--- config.mk ---
export PLATFORM = sky130hd
export DESIGN_NAME = im2col_patch_scatter_unit
export DESIGN_NICKNAME = d
export VERILOG_FILES = /design/src/rtl/im2c_pkg.sv /design/src/rtl/im2c_ctrl.sv /design/src/rtl/im2c_datapath.sv /design/src/rtl/im2col_patch_scatter_unit.sv
export SDC_FILE = /design/constraint.sdc
export NUM_CORES = 2
export LEC_CHECK = 0
export ABC_AREA = 1
export BUFFER_PORTS_ARGS = -buffer_cell sky130_fd_sc_hd__buf_2
export CAP_MARGIN = 20
export CORE_ASPECT_RATIO = 2
export CORE_UTILIZATION = 40
export CTS_BUF_LIST = sky130_fd_sc_hd__clkbuf_8 sky130_fd_sc_hd__clkbuf_16
export DETAILED_ROUTE_END_ITERATION = 12
export PLACE_DENSITY_LB_ADDON = 0.15
export SETUP_SLACK_MARGIN = 0.4
export SYNTH_ARGS = -nofsm -noshare
export SYNTH_HDL_FRONTEND = slang
export SYNTH_HIERARCHICAL = 1
export SYNTH_SLANG_ARGS = --single-unit
export TNS_END_PERCENT = 10
--- constraint.sdc ---
create_clock -name clk -period 12.76 [get_ports clk]
set_input_delay 1.914 -clock clk [delete_from_list [all_inputs] [get_ports clk]]
set_output_delay 1.914 -clock clk [all_outputs]
set_load 0.03 [all_outputs]
--- src/rtl/im2c_pkg.sv ---
// Shared types and constants for the im2col patch scatter unit.
// Used by im2c_ctrl, im2c_datapath and im2col_patch_scatter_unit; no dependencies.
package im2c_pkg;

  localparam int VAL_W      = 32;
  localparam int ROW_W      = 24;
  localparam int COL_W      = 12;
  localparam int DIM_W      = 9;
  localparam int DEP_W      = 7;
  localparam int FLD_W      = 3;
  localparam int POS_W      = 8;
  localparam int CH_W       = 6;
  localparam int CNT_W      = 17;
  localparam int CFG_IDX_W  = 3;
  localparam int CFG_DATA_W = 9;
  localparam int OUT_TDATA_W = 72;

  localparam logic [DIM_W-1:0] MAX_DIM      = 9'd256;
  localparam logic [DIM_W-1:0] MAX_BATCH    = 9'd256;
  localparam logic [DIM_W-1:0] MAX_CHANNELS = 9'd64;

  typedef enum logic [CFG_IDX_W-1:0] {
    REG_BATCH_COUNT   = 3'd0,
    REG_IMAGE_HEIGHT  = 3'd1,
    REG_IMAGE_WIDTH   = 3'd2,
    REG_CHANNEL_DEPTH = 3'd3,
    REG_WINDOW_HEIGHT = 3'd4,
    REG_WINDOW_WIDTH  = 3'd5
  } cfg_reg_t;

  typedef enum logic [2:0] {
    ST_IDLE,
    ST_CALC1,
    ST_CALC2,
    ST_CALC3,
    ST_EMIT
  } state_t;

  typedef struct packed {
    logic load;
    logic calc1;
    logic calc2;
    logic calc3;
    logic step;
  } cmd_t;

  typedef struct packed {
    logic empty;
    logic last;
  } status_t;

  function automatic logic [DIM_W-1:0] clamp_dim(input logic [DIM_W-1:0] v,
                                                 input logic [DIM_W-1:0] maxv);
    logic [DIM_W-1:0] r;
    if (v == '0) begin
      r = DIM_W'(1);
    end else if (v > maxv) begin
      r = maxv;
    end else begin
      r = v;
    end
    return r;
  endfunction

endpackage

--- src/rtl/im2c_ctrl.sv ---
// Controller state machine for the im2col patch scatter unit.
// Depends on im2c_pkg; drives commands into im2c_datapath and reads its status.
module im2c_ctrl (
  input  logic              clk,
  input  logic              rst,
  input  logic              in_valid,
  input  logic              out_ready,
  input  im2c_pkg::status_t status,
  output im2c_pkg::cmd_t    cmd,
  output logic              in_ready,
  output logic              out_valid
);
  import im2c_pkg::*;

  state_t state;
  state_t state_next;

  always_ff @(posedge clk) begin
    if (rst) begin
      state <= ST_IDLE;
    end else begin
      state <= state_next;
    end
  end

  always_comb begin
    state_next = state;
    unique case (state)
      ST_IDLE: begin
        if (in_valid) begin
          state_next = ST_CALC1;
        end
      end
      ST_CALC1: begin
        state_next = status.empty ? ST_IDLE : ST_CALC2;
      end
      ST_CALC2: begin
        state_next = ST_CALC3;
      end
      ST_CALC3: begin
        state_next = ST_EMIT;
      end
      ST_EMIT: begin
        if (out_ready && status.last) begin
          state_next = ST_IDLE;
        end
      end
      default: begin
        state_next = ST_IDLE;
      end
    endcase
  end

  always_comb begin
    cmd       = '0;
    in_ready  = 1'b0;
    out_valid = 1'b0;
    unique case (state)
      ST_IDLE: begin
        in_ready = 1'b1;
        cmd.load = in_valid;
      end
      ST_CALC1: begin
        cmd.calc1 = 1'b1;
      end
      ST_CALC2: begin
        cmd.calc2 = 1'b1;
      end
      ST_CALC3: begin
        cmd.calc3 = 1'b1;
      end
      ST_EMIT: begin
        out_valid = 1'b1;
        cmd.step  = out_ready;
      end
      default: begin
        cmd = '0;
      end
    endcase
  end

endmodule

--- src/rtl/im2c_datapath.sv ---
// Datapath of the im2col patch scatter unit: configuration registers, position
// counters, window bounds and destination address generation. Depends on im2c_pkg.
module im2c_datapath (
  input  logic                                clk,
  input  logic                                rst,
  input  logic                                cfg_we,
  input  logic [im2c_pkg::CFG_IDX_W-1:0]      cfg_index,
  input  logic [im2c_pkg::CFG_DATA_W-1:0]     cfg_data,
  input  im2c_pkg::cmd_t                      cmd,
  output im2c_pkg::status_t                   status,
  input  logic [im2c_pkg::VAL_W-1:0]          in_value,
  output logic [im2c_pkg::VAL_W-1:0]          copied_value,
  output logic [im2c_pkg::ROW_W-1:0]          dest_row,
  output logic [im2c_pkg::COL_W-1:0]          dest_col
);
  import im2c_pkg::*;

  logic [DIM_W-1:0] batch_count;
  logic [DIM_W-1:0] image_height;
  logic [DIM_W-1:0] image_width;
  logic [DEP_W-1:0] channel_depth;
  logic [FLD_W-1:0] window_height;
  logic [FLD_W-1:0] window_width;

  logic [DIM_W-1:0] nb;
  logic [DIM_W-1:0] h;
  logic [DIM_W-1:0] w;
  logic [DIM_W-1:0] d_full;
  logic [DEP_W-1:0] d;

  logic [POS_W-1:0] cur_batch;
  logic [POS_W-1:0] cur_row;
  logic [POS_W-1:0] cur_col;
  logic [CH_W-1:0]  cur_chan;

  logic [POS_W-1:0] b_l;
  logic [POS_W-1:0] r_l;
  logic [POS_W-1:0] c_l;
  logic [CH_W-1:0]  ch_l;
  logic [VAL_W-1:0] value;

  logic [DIM_W-1:0] across;
  logic [CNT_W-1:0] count;
  logic [POS_W-1:0] ylo;
  logic [POS_W-1:0] yhi;
  logic [POS_W-1:0] xlo;
  logic [POS_W-1:0] xhi;
  logic [DIM_W-1:0] fwd;

  logic [ROW_W-1:0] prod_b;
  logic [CNT_W-1:0] ymul;
  logic [CH_W-1:0]  off;

  logic [POS_W-1:0] wy;
  logic [POS_W-1:0] wx;
  logic [ROW_W-1:0] row_line;
  logic [ROW_W-1:0] row_cur;
  logic [COL_W-1:0] col_line;
  logic [COL_W-1:0] col_cur;

  logic [DIM_W-1:0]   across_n;
  logic [DIM_W-1:0]   hspan_n;
  logic [DIM_W-1:0]   hlim;
  logic [DIM_W-1:0]   wlim;
  logic [2*DIM_W-1:0] count_full;
  logic [DIM_W-1:0]   r_inc;
  logic [DIM_W-1:0]   c_inc;
  logic [POS_W-1:0]   ylo_n;
  logic [POS_W-1:0]   yhi_n;
  logic [POS_W-1:0]   xlo_n;
  logic [POS_W-1:0]   xhi_n;
  logic [9:0]         fwd_full;
  logic               win_ok;
  logic [24:0]        prod_full;
  logic [16:0]        ymul_full;
  logic [POS_W-1:0]   dy;
  logic [POS_W-1:0]   dx;
  logic [6:0]         off_sum;
  logic [12:0]        offd_full;

  logic [CH_W-1:0]  chan_inc;
  logic [POS_W-1:0] col_inc;
  logic [POS_W-1:0] row_inc;
  logic [POS_W-1:0] batch_inc;

  assign nb     = clamp_dim(batch_count, MAX_BATCH);
  assign h      = clamp_dim(image_height, MAX_DIM);
  assign w      = clamp_dim(image_width, MAX_DIM);
  assign d_full = clamp_dim({2'b00, channel_depth}, MAX_CHANNELS);
  assign d      = d_full[DEP_W-1:0];

  always_ff @(posedge clk) begin
    if (rst) begin
      batch_count   <= DIM_W'(1);
      image_height  <= DIM_W'(32);
      image_width   <= DIM_W'(32);
      channel_depth <= DEP_W'(3);
      window_height <= FLD_W'(3);
      window_width  <= FLD_W'(3);
    end else if (cfg_we) begin
      unique case (cfg_index)
        REG_BATCH_COUNT:   batch_count   <= cfg_data;
        REG_IMAGE_HEIGHT:  image_height  <= cfg_data;
        REG_IMAGE_WIDTH:   image_width   <= cfg_data;
        REG_CHANNEL_DEPTH: channel_depth <= cfg_data[DEP_W-1:0];
        REG_WINDOW_HEIGHT: window_height <= cfg_data[FLD_W-1:0];
        REG_WINDOW_WIDTH:  window_width  <= cfg_data[FLD_W-1:0];
        default: begin
        end
      endcase
    end
  end

  // Each counter wraps at its limit or when its masked increment rolls over.
  assign chan_inc  = cur_chan + CH_W'(1);
  assign col_inc   = cur_col + POS_W'(1);
  assign row_inc   = cur_row + POS_W'(1);
  assign batch_inc = cur_batch + POS_W'(1);

  always_ff @(posedge clk) begin
    if (rst) begin
      cur_batch <= '0;
      cur_row   <= '0;
      cur_col   <= '0;
      cur_chan  <= '0;
    end else if (cmd.load) begin
      if ({1'b0, chan_inc} >= d || chan_inc == '0) begin
        cur_chan <= '0;
        if ({1'b0, col_inc} >= w || col_inc == '0) begin
          cur_col <= '0;
          if ({1'b0, row_inc} >= h || row_inc == '0) begin
            cur_row <= '0;
            cur_batch <= ({1'b0, batch_inc} >= nb) ? '0 : batch_inc;
          end else begin
            cur_row <= row_inc;
          end
        end else begin
          cur_col <= col_inc;
        end
      end else begin
        cur_chan <= chan_inc;
      end
    end
  end

  always_ff @(posedge clk) begin
    if (cmd.load) begin
      b_l   <= cur_batch;
      r_l   <= cur_row;
      c_l   <= cur_col;
      ch_l  <= cur_chan;
      value <= in_value;
    end
  end

  // Window bounds for the latched position.
  assign across_n   = w - {6'b0, window_width} + DIM_W'(1);
  assign hspan_n    = h - {6'b0, window_height} + DIM_W'(1);
  assign hlim       = h - {6'b0, window_height};
  assign wlim       = w - {6'b0, window_width};
  assign count_full = {{DIM_W{1'b0}}, across_n} * {{DIM_W{1'b0}}, hspan_n};
  assign r_inc      = {1'b0, r_l} + DIM_W'(1);
  assign c_inc      = {1'b0, c_l} + DIM_W'(1);
  assign ylo_n      = (r_inc > {6'b0, window_height}) ?
                      POS_W'(r_inc - {6'b0, window_height}) : '0;
  assign yhi_n      = ({1'b0, r_l} < hlim) ? r_l : hlim[POS_W-1:0];
  assign xlo_n      = (c_inc > {6'b0, window_width}) ?
                      POS_W'(c_inc - {6'b0, window_width}) : '0;
  assign xhi_n      = ({1'b0, c_l} < wlim) ? c_l : wlim[POS_W-1:0];
  assign fwd_full   = {7'b0, window_width} * {3'b0, d};
  assign win_ok     = window_height[0] && window_width[0] &&
                      ({6'b0, window_height} <= h) && ({6'b0, window_width} <= w);

  assign status.empty = !win_ok || ({1'b0, r_l} >= h) || ({1'b0, c_l} >= w);
  assign status.last  = (wy == yhi) && (wx == xhi);

  always_ff @(posedge clk) begin
    if (cmd.calc1) begin
      across <= across_n;
      count  <= count_full[CNT_W-1:0];
      ylo    <= ylo_n;
      yhi    <= yhi_n;
      xlo    <= xlo_n;
      xhi    <= xhi_n;
      fwd    <= fwd_full[DIM_W-1:0];
    end
  end

  assign prod_full = {17'b0, b_l} * {8'b0, count};
  assign ymul_full = {9'b0, ylo} * {8'b0, across};
  assign dy        = r_l - ylo;
  assign dx        = c_l - xlo;
  assign off_sum   = {1'b0, {3'b0, dy[2:0]} * {3'b0, window_width}} + {4'b0, dx[2:0]};

  always_ff @(posedge clk) begin
    if (cmd.calc2) begin
      prod_b <= prod_full[ROW_W-1:0];
      ymul   <= ymul_full[CNT_W-1:0];
      off    <= off_sum[CH_W-1:0];
    end
  end

  assign offd_full = {7'b0, off} * {6'b0, d};

  always_ff @(posedge clk) begin
    if (cmd.calc3) begin
      wy       <= ylo;
      wx       <= xlo;
      row_line <= prod_b + {7'b0, ymul} + {16'b0, xlo};
      row_cur  <= prod_b + {7'b0, ymul} + {16'b0, xlo};
      col_line <= offd_full[COL_W-1:0] + {6'b0, ch_l};
      col_cur  <= offd_full[COL_W-1:0] + {6'b0, ch_l};
    end else if (cmd.step && !status.last) begin
      if (wx == xhi) begin
        wx       <= xlo;
        wy       <= wy + POS_W'(1);
        row_line <= row_line + {15'b0, across};
        row_cur  <= row_line + {15'b0, across};
        col_line <= col_line - {3'b0, fwd};
        col_cur  <= col_line - {3'b0, fwd};
      end else begin
        wx      <= wx + POS_W'(1);
        row_cur <= row_cur + ROW_W'(1);
        col_cur <= col_cur - {5'b0, d};
      end
    end
  end

  assign copied_value = value;
  assign dest_row     = row_cur;
  assign dest_col     = col_cur;

endmodule

--- src/rtl/im2col_patch_scatter_unit.sv ---
// Usage: a tensor enters on the s_axis channel one element per beat, in batch,
// row, column, channel order. For each element the unit sends one beat on the
// m_axis channel for every unpadded receptive-field window that holds it,
// carrying the element bits, the im2col matrix row and column, in ascending
// row order; tlast marks the final beat for that element. An element that
// lies in no window (even or oversized field, or position past the image)
// produces no beats.
// Timing: an element is taken when the unit is idle; after the setup states CALC1,
// CALC2 and CALC3 the first result is shown, then one result per cycle while
// m_tready is high. A single address generator walks the windows.
// Reset: rst (synchronous) loads the register defaults 1, 32, 32, 3, 3, 3 and
// clears the position counters. The user writes registers through cfg_we,
// cfg_index and cfg_data only while the unit is idle; it does not enforce this.
// Stall: a held m_tready keeps the current result stable and pauses the walk;
// s_tready stays low until the last result of the element is taken.
module im2col_patch_scatter_unit (
  input  logic                                clk,
  input  logic                                rst,
  input  logic                                cfg_we,
  input  logic [im2c_pkg::CFG_IDX_W-1:0]      cfg_index,
  input  logic [im2c_pkg::CFG_DATA_W-1:0]     cfg_data,
  input  logic                                s_tvalid,
  output logic                                s_tready,
  input  logic [im2c_pkg::VAL_W-1:0]          s_tdata,   // element_value
  output logic                                m_tvalid,
  input  logic                                m_tready,
  // copied_value [31:0], dest_row [55:32], dest_col [67:56], zero pad [71:68]
  output logic [im2c_pkg::OUT_TDATA_W-1:0]    m_tdata,
  output logic                                m_tlast    // last_copy
);
  import im2c_pkg::*;

  cmd_t             cmd;
  status_t          status;
  logic [VAL_W-1:0] copied_value;
  logic [ROW_W-1:0] dest_row;
  logic [COL_W-1:0] dest_col;

  im2c_ctrl u_ctrl (
    .clk       (clk),
    .rst       (rst),
    .in_valid  (s_tvalid),
    .out_ready (m_tready),
    .status    (status),
    .cmd       (cmd),
    .in_ready  (s_tready),
    .out_valid (m_tvalid)
  );

  im2c_datapath u_datapath (
    .clk          (clk),
    .rst          (rst),
    .cfg_we       (cfg_we),
    .cfg_index    (cfg_index),
    .cfg_data     (cfg_data),
    .cmd          (cmd),
    .status       (status),
    .in_value     (s_tdata),
    .copied_value (copied_value),
    .dest_row     (dest_row),
    .dest_col     (dest_col)
  );

  assign m_tdata = {4'b0, dest_col, dest_row, copied_value};
  assign m_tlast = status.last;

endmodule
==> flow_summary_export.csv <==
group,metric,value,unit
outcome,status,"finished, final reports clean",
synthesis,postSynthCellCount,3776,
timing,rsz0062_at_grt,"no",
cells_and_area,final_util,0.4413,
drt,drt_wl_total,88.04,mm
critical_path,cp.required,13.08,ns
critical_path,crit_fanout,6,
synthesis,synth_area,31100,um2
drt,ant_nets,0,
drt,wl_per_cell,17.96,um
critical_path,critPathArrivalTime,7.54,ns
drt,first_iter_violations,1014,
floorplan,ioPinCount,124,
global_route,antenna_found_initial,1,
power,p_int,3.708,mW
synthesis,synth_top_cell_area_share,0.2549,
timing,finalCritPeriodShare,0.5659,
synthesis,ys_ff_latch,337,
timing,worstMarginPinSlew,1.050,ns
critical_path,path_class,"reg -> reg",
power,p_sw,3.109,mW
global_route,gr-total-overflow,0,
power,ir_drop,0.2470,mV
critical_path,worst_setup_path_end_kind,"register",
drt,via_per_inst,5.066,
critical_path,critPathSlowestCell,"fa_1",
power,sw_frac_of_total,0.4560,
clock_tree,postCtsHoldBufs,0,
timing,finalHoldViolCount,0,
synthesis,synth_edf_count,264,
critical_path,crit_top_cell,"inv_1",
global_route,grt_pass1_wl,138.6,mm
cells_and_area,final_nets,4430,
critical_path,crit_path_start_kind,"register",
clock_tree,cts_resized,0,
cells_and_area,drive_above_1_share,0.07115,
floorplan,core_area,76930,um2
timing,max_freq,138.5,MHz
critical_path,critical_path.max_stage_delay,0.55,ns
timing,tns,0,ns
clock_tree,clockBufferDepth,3,
clock_tree,cts_buffers,37,
placed_design,dpl.hpwl,71.11,mm
synthesis,yosys.area.top_type,"edfxtp_1",
power,powerDensity,200.8,nW/um2
clock_tree,cts_sinks,337,
power,power_frac_comb,0.592,
timing,setup_viol,0,
clock_tree,clk_pin_slew,0.06,ns
power,pwr-share-clk,0.169,
timing,max_slew_margin,0.2998,
drt,vias,24830,
floorplan,rows,144,
clock_tree,cts_tree,"done",
floorplan,start_util,0.4042,
timing,whs,0.4390,ns
placed_design,gp_congestion,0.8937,
clock_tree,clk_latency,0.60,ns
floorplan,chipWidth,199.2,um
cells_and_area,diodes,0,
timing,fin_crit,7.221,ns
drt,drt-pass1-iter-count,5,
synthesis,yosysMostFrequentCell,"nand2_1",
clock_tree,htreeDepth,2,
hold_path,hold_class,"reg -> reg",
power,seq_power_share,0.239,
job,cap_viol_max_count,0,
synthesis,ys_seq_area_frac,0.3019,
synthesis,synth_cell_types,66,
global_route,grt_usage,0.2304,
synthesis,netlist_top_cells_area,"edfxtp_1, fa_1, ha_1",
global_route,grt_start_max_net_pins,68,
floorplan,die_h,396.3,um
floorplan,die-area,78930,um2
drt,route.detailed.drc,0,
global_route,grt_pass1_vias,26200,
synthesis,syn-mean-instance-area,8.236,um2
synthesis,synthArstFlopShare,0,
timing,drv_slew,0,
power,leakagePower,16.99,nW
clock_tree,cts_root_buffer,"clkbuf_16",
placed_design,io_buffers,119,
clock_tree,cts_setup_buffers,0,
cells_and_area,area_growth,9.174,%
synthesis,yosysWarningCount,6,
timing,fin_skew,0.03359,ns
synthesis,synth.top_cells.by_count,"nand2_1, inv_1, nor2_1",
synthesis,synth_top_flop_cell,"edfxtp_1",
[worst max-delay path: cells and delay by family (launching register included)]
kind,cells,cell delay [ns]
compound gates,7,1.17
xor+xnor,1,0.08
fa+ha+maj,8,3.28
buf+inv,9,0.80
flops,1,0.34
simple gates,8,1.26
[metal layers]
layer  wire length, um  vias up  track usage
met2             49360      515       0.4634
met1             30600    11870       0.2167
met5                13        -            0
met3              2500      234      0.02291
met4              5561        2       0.1354
li1                  -    12210            -
[state kept, by name (all words and copies together) (netlist names), 12 cells and up]
register / count
u_datapath/col_line: 12
u_datapath/copied_value: 32
u_datapath/count: 17
u_datapath/dest_col: 12
u_datapath/dest_row: 24
u_datapath/prod_b: 24
u_datapath/row_line: 24
u_datapath/ymul: 17
[power by group through the flow]
stage	combinational (mW)	sequential [mW]	clock [mW]
CTS	4.09	1.63	1.19
global route	4.63	1.64	1.23
floorplan	3.06	1.57	0
detailed placement	4.07	1.65	0
finish	4.03	1.63	1.16
global placement	4.03	1.65	0
[final timing paths]
| path | start | end | slack [ns] | cells past startpoint |
|---|---|---|---|---|
| setup reg to reg | u_datapath/image_width[4]$_SDFFE_PP0P_ | u_datapath/count[14]$_DFFE_PP_ | 5.54 | 33 |
| hold / removal | u_datapath/cur_col[6]$_SDFFE_PP0P_ | u_datapath/c_l[6]$_DFFE_PP_ | 0.44 | 0 |
| hold reg to reg | u_datapath/cur_col[6]$_SDFFE_PP0P_ | u_datapath/c_l[6]$_DFFE_PP_ | 0.44 | 0 |
| setup / recovery | u_datapath/image_width[4]$_SDFFE_PP0P_ | u_datapath/count[14]$_DFFE_PP_ | 5.54 | 33 |
[per-stage QoR]
step | setup WS (ns) | total power [mW] | cells | instance area (um2)
floorplan | 6.387 | 4.623 | 3779 | 31110
global placement | 5.594 | 5.675 | 4833 | 32670
detailed placement | 5.546 | 5.718 | 4834 | 32680
CTS | 5.503 | 6.915 | 4901 | 33950
global route | 4.912 | 7.499 | 4901 | 33950
finish | 5.539 | 6.817 | 4901 | 33950
[cell type report]
cell class              instances  area, um2
clock buffers                  41      992.2
clock inverters                26      282.8
multi-input cells            2661      18760
inverters                     685       2576
flip-flops and latches        337       9389
fillers                      7834      42980
repair buffers                129      668.1
well taps                    1022       1279
[cells in the final DEF (no fill, tap or decap), types with 15 or more instances in the layout]
cell type,instances
xnor2_1,50
inv_1,673
xor2_1,106
nand2_1,866
nand2_2,17
nand3_1,158
nand4_1,48
a21oi_1,175
o21ai_0,191
edfxtp_1,264
nor2_1,302
buf_2,120
nor3_1,30
ha_1,300
fa_1,230
or2_2,15
dfxtp_1,73
clkbuf_16,38
[logic make-up (layout without fill, tap and decap cells)]
| family | after synthesis | count (layout) | share of synthesized area |
|---|---|---|---|
| other cells | 1 | 4 | 0.0001206 |
| buf+inv | 781 | 881 | 0.09592 |
| simple gates | 1504 | 1504 | 0.2054 |
| mux | 1 | 1 | 0.0003219 |
| compound gates | 463 | 463 | 0.08172 |
| flops | 337 | 337 | 0.3019 |
| fa+ha+maj | 530 | 530 | 0.2688 |
| xor+xnor | 159 | 159 | 0.04587 |
Note: power is estimated with default switching activity, not from simulation.
